<file path="config.mk">
export PLATFORM = sky130hd
export DESIGN_NAME = prc_front
export DESIGN_NICKNAME = d
export VERILOG_FILES = /design/src/rtl/prc_pkg.sv /design/src/rtl/prc_front.sv
export SDC_FILE = /design/constraint.sdc
export NUM_CORES = 1
export LEC_CHECK = 0
export ABC_AREA = 0
export BUFFER_PORTS_ARGS = -buffer_cell sky130_fd_sc_hd__buf_2
export CORE_ASPECT_RATIO = 1.25
export CORE_MARGIN = 2
export CORE_UTILIZATION = 56
export CTS_CLUSTER_DIAMETER = 120
export DETAILED_ROUTE_END_ITERATION = 10
export GPL_TIMING_DRIVEN = 0
export PLACE_DENSITY = 0.94
export SKIP_CTS_REPAIR_TIMING = 1
export SYNTH_ARGS = -nofsm -noshare
export SYNTH_HDL_FRONTEND = slang
export SYNTH_SLANG_ARGS = --single-unit
</file>
<file path="constraint.sdc">
create_clock -name clk -period 10.1 [get_ports clk]
set_input_delay 1.515 -clock clk [delete_from_list [all_inputs] [get_ports clk]]
set_output_delay 1.515 -clock clk [all_outputs]
set_load 0.02 [all_outputs]
</file>
<file path="src/rtl/prc_pkg.sv">
// Shared types and constants for the primitive root census block.
package prc_pkg;

	localparam int CNT_W = 32;
	localparam int CFG_W = 16;
	localparam int IDX_W = 2;

	localparam logic [IDX_W-1:0] REG_BASE = 2'd0;
	localparam logic [IDX_W-1:0] REG_GAP1 = 2'd1;
	localparam logic [IDX_W-1:0] REG_GAP2 = 2'd2;

	localparam logic [CFG_W-1:0] BASE_RST = 16'd10;
	localparam logic [CFG_W-1:0] GAP1_RST = 16'd20;
	localparam logic [CFG_W-1:0] GAP2_RST = 16'd60;

	// Classification of one factor word by the front end.
	typedef enum logic [1:0] {
		CLS_SKIP  = 2'd0,
		CLS_FAIL  = 2'd1,
		CLS_TEST  = 2'd2
	} cls_t;

	// Word handed from the front end to the back end.
	typedef struct packed {
		logic [31:0] prime;
		logic [31:0] factor;
		logic        last;
		cls_t        cls;
	} job_t;

	function automatic logic [CNT_W-1:0] sat_inc(input logic [CNT_W-1:0] c);
		sat_inc = (c == '1) ? c : c + 1'b1;
	endfunction

endpackage

</file>
<file path="src/rtl/prc_front.sv">
// Front end: accepts factor words, classifies them and pushes them into a small queue.
module prc_front #(
	parameter int PRIME_BITS = 32
) (
	input  logic                clk,
	input  logic                arst_n,
	input  logic                in_valid,
	output logic                in_stall,
	input  logic [31:0]         prime,
	input  logic [31:0]         factor,
	input  logic                last_factor,
	output logic                job_valid,
	input  logic                job_pop,
	output prc_pkg::job_t       job
);
	localparam int DEPTH = 2;

	prc_pkg::job_t q_mem_q [DEPTH];
	logic          wr_ptr_q, rd_ptr_q;
	logic [1:0]    cnt_q;
	logic [31:0]   p_m;
	logic          push;
	prc_pkg::job_t nj;

	assign p_m      = prime & ((PRIME_BITS >= 32) ? 32'hFFFF_FFFF : ((32'd1 << PRIME_BITS) - 32'd1));
	assign in_stall = (cnt_q == 2'(DEPTH));
	assign push     = in_valid && !in_stall;

	// Base multiple of p: base < 2^16, so only p <= base can divide it; exact check done
	// in the back end by computing base mod p there. Here only p<2 is flagged.
	always_comb begin
		nj.prime  = p_m;
		nj.factor = factor;
		nj.last   = last_factor;
		if (p_m < 32'd2)
			nj.cls = prc_pkg::CLS_FAIL;
		else
			nj.cls = prc_pkg::CLS_TEST;
	end

	assign job_valid = (cnt_q != 2'd0);
	assign job       = q_mem_q[rd_ptr_q];

	always_ff @(posedge clk or negedge arst_n) begin
		if (!arst_n) begin
			wr_ptr_q <= 1'b0;
			rd_ptr_q <= 1'b0;
			cnt_q    <= 2'd0;
		end else begin
			if (push) wr_ptr_q <= ~wr_ptr_q;
			if (job_pop) rd_ptr_q <= ~rd_ptr_q;
			cnt_q <= cnt_q + 2'(push) - 2'(job_pop);
		end
	end

	always_ff @(posedge clk) begin
		if (push) q_mem_q[wr_ptr_q] <= nj;
	end
endmodule

</file>
==> impl_metrics.env <==
export IMPL_status="finished clean"
export IMPL_track_usage_pct=19.66
export IMPL_tritoncts="done"
export IMPL_drive_gt1_share_pct=60.88
export IMPL_die_area_sq_um=10060
export IMPL_arrival_ns=1.69
export IMPL_avgViaCountPerCell=5.103
export IMPL_register_area_sq_um=4124
export IMPL_core_area_sq_um=9076
export IMPL_critPathMaxStageDelay_ns=0.37
export IMPL_clkTransAtPathRegs_ns=0.05
export IMPL_ys_types=19
export IMPL_power_leakage_nw=2.610
export IMPL_start_util_pct=57.20
export IMPL_crit_path_start_kind="flop"
export IMPL_cp_end_kind="output pin"
export IMPL_ir_drop_uv=295.5
export IMPL_fill_cells=564
export IMPL_ys_async_sr_fraction_pct=2.899
export IMPL_syn_nets=309
export IMPL_r2r_slack_ns=8.34
export IMPL_drt_first_iter_violations=174
export IMPL_r2r_end="q_mem_q[1][11]$_DFFE_PP_"
export IMPL_cts_path_max_buffers=2
export IMPL_htree_levels=4
export IMPL_synth_seq_cells=138
export IMPL_clk_latency_ns=0.41
export IMPL_gp_congestion=0.7909
export IMPL_final_nets=467
export IMPL_path_cells="buf_6, buf_6, buf_8, mux2_4, buf_2"
export IMPL_rr_worst_depth=2
export IMPL_timing_final_max_slew_violations=0
export IMPL_fp_dieH_microns=111.6
export IMPL_antenna_cells=0
export IMPL_worst_path_buf_inv=4
export IMPL_overflow=0
export IMPL_fin_crit_sh_pct=31.78
export IMPL_drc=0
export IMPL_synth_edf_count=134
export IMPL_pin_count=138
export IMPL_critPathMostFrequentCell="buf_6"
export IMPL_grt_max_degree=68
export IMPL_crit_type="flop to output pin"
export IMPL_synth_most_common_cell="edfxtp_1"
export IMPL_power_total_w=0.002172
export IMPL_wl_per_cell_microns=17.31
export IMPL_path_max_fanout=10
export IMPL_first_pass_iters=4
export IMPL_fp_dieW_microns=90.12
export IMPL_yosysTopAreaCell="edfxtp_1"
export IMPL_tightest_slew_ns=0.9189
export IMPL_hold_start="cnt_q[1]$_DFF_PN0_"
export IMPL_rsz0062_at_grt="false"
export IMPL_syn_inst=238
export IMPL_max_freq_mhz=311.6
export IMPL_yosys_warnings=0
export IMPL_slew_headroom_pct=38.74
export IMPL_multi_input_area_sq_um=999.7
export IMPL_synth_commonest_cells="134 x edfxtp_1, 47 x mux2_2, 20 x mux2_4"
export IMPL_hold_depth=1
export IMPL_root_buffer="clkbuf_16"
export IMPL_antenna_found_initial=0
export IMPL_cts_sinks=138
export IMPL_areaGrowthSynthToFinish_pct=29.93
export IMPL_cap_violations=0
export IMPL_grt_first_pass_wirelength_microns=14500
export IMPL_synthTopCellsByArea="edfxtp_1 78%, mux2_2 10%, mux2_4 5.8%, dfrtp_1 1.9%, nor4_1 0.84%"
export IMPL_wl_microns=9210
export IMPL_tns_ns=0
export IMPL_avgSynthCellArea_sq_um=21.81
export IMPL_r2r_start="cnt_q[1]$_DFF_PN0_"
export IMPL_crit_cells=5
export IMPL_synth_top_area_share_pct=77.51
export IMPL_crit_slowest_cell="dfrtp_1"
export IMPL_required_ns=8.59
export IMPL_holdPathEnd="cnt_q[1]$_DFF_PN0_"
export IMPL_hpwl_microns=6226
export IMPL_critPathTopFamily="buffers and inverters"
export IMPL_cts_buffers=17
export IMPL_fin_skew_ns=0.009066
export IMPL_synth_area_sq_um=5191
export IMPL_via_count=2715
export IMPL_ant_nets=0
export IMPL_seq_area_frac_synth_pct=79.44
export IMPL_numPortBuffers=137
export IMPL_setup_viol=0
export IMPL_synth_main_ff_cell="edfxtp_1"
export IMPL_hold_class="flop to flop"
export IMPL_hold_viol=0
export IMPL_rows=39
export IMPL_powerDensity_nw_per_um2=322.1
export IMPL_min_period_ns=3.210
export IMPL_grt_pass1_vias=2946
-- registers in the layout, indices dropped and copies added, names as in the netlist --
name	cells
cnt_q	2
wr_ptr_q	1
q_mem_q	134
rd_ptr_q	1
-- worst register-to-register path, cell delays in order (launching register included) --
cell      delay, ns
dfrtp_1        0.41
nand2b_1       0.13
and3_4         0.82
-- worst max path at each step --
| stage | end | start |
|---|---|---|
| final | job[47] | rd_ptr_q$_DFFE_PN0P_ |
| after global routing | job[47] | rd_ptr_q$_DFFE_PN0P_ |
| after CTS | job[47] | rd_ptr_q$_DFFE_PN0P_ |
| after detailed placement | q_mem_q[1][16]$_DFFE_PP_ | in_valid |
| after global placement | q_mem_q[0][45]$_DFFE_PP_ | in_valid |
| after floorplan | q_mem_q[0][0]$_DFFE_PP_ | in_valid |
-- power breakdown --
part	switching, W	internal (W)
sequential	0.0000339	0.000784
combinational	0.000395	0.000287
clock	0.000215	0.000457
total	0.000644	0.00153
-- area by class of cell --
class / count / share of cell area, %
Clock inverter: 11 / 2.838
Inverter: 2 / 0.1113
Buffer: 8 / 1.076
Tap cell: 123 / 2.282
Multi-Input combinational cell: 90 / 14.82
Sequential cell: 138 / 61.14
Clock buffer: 21 / 6.975
Timing Repair Buffer: 139 / 10.76
-- layer usage --
metal / track usage, % / vias to the layer above / share of wire (%)
met3: 7.240 / 17 / 6.0
met4: 10.15 / 0 / 2.5
li1: - / 1273 / -
met2: 33.78 / 102 / 54
met1: 21.33 / 1323 / 37
met5: 0 / - / 0
-- stage by stage --
stage                     util [%]  instance area, sq um  setup WS (ns)  hold WS [ns]  std cells
after floorplan                  -                  5191          5.199        0.4604        238
after global placement       66.45                  6031          3.815        0.4787        498
after detailed placement     67.03                  6083          7.267        0.5121        500
after CTS                    74.32                  6745          6.861        0.5217        532
after global routing         74.32                  6745          6.811        0.5548        532
final                        74.32                  6745          6.890        0.5187        532
-- logic make-up after synthesis --
| group | after synthesis | share of synthesized area [%] |
|---|---|---|
| DFF | 138 | 79.44 |
| muxes | 67 | 15.98 |
| and+or+nand+nor | 17 | 1.880 |
| buffers and inverters | 10 | 1.543 |
| xor gates and xnor gates | 4 | 0.6750 |
| adders and majority gates | 2 | 0.4820 |
-- placed cells by master, fill, tap and decap left out, types with 3 or more instances in the layout --
| master | count |
|---|---|
| xnor2_1 | 3 |
| mux2_2 | 47 |
| dfrtp_1 | 4 |
| nor4_1 | 7 |
| bufinv_16 | 5 |
| buf_2 | 141 |
| clkbuf_16 | 17 |
| clkbuf_8 | 3 |
| mux2_4 | 20 |
| edfxtp_1 | 134 |
| clkinvlp_4 | 3 |
Power figures use the tool's default switching activity.
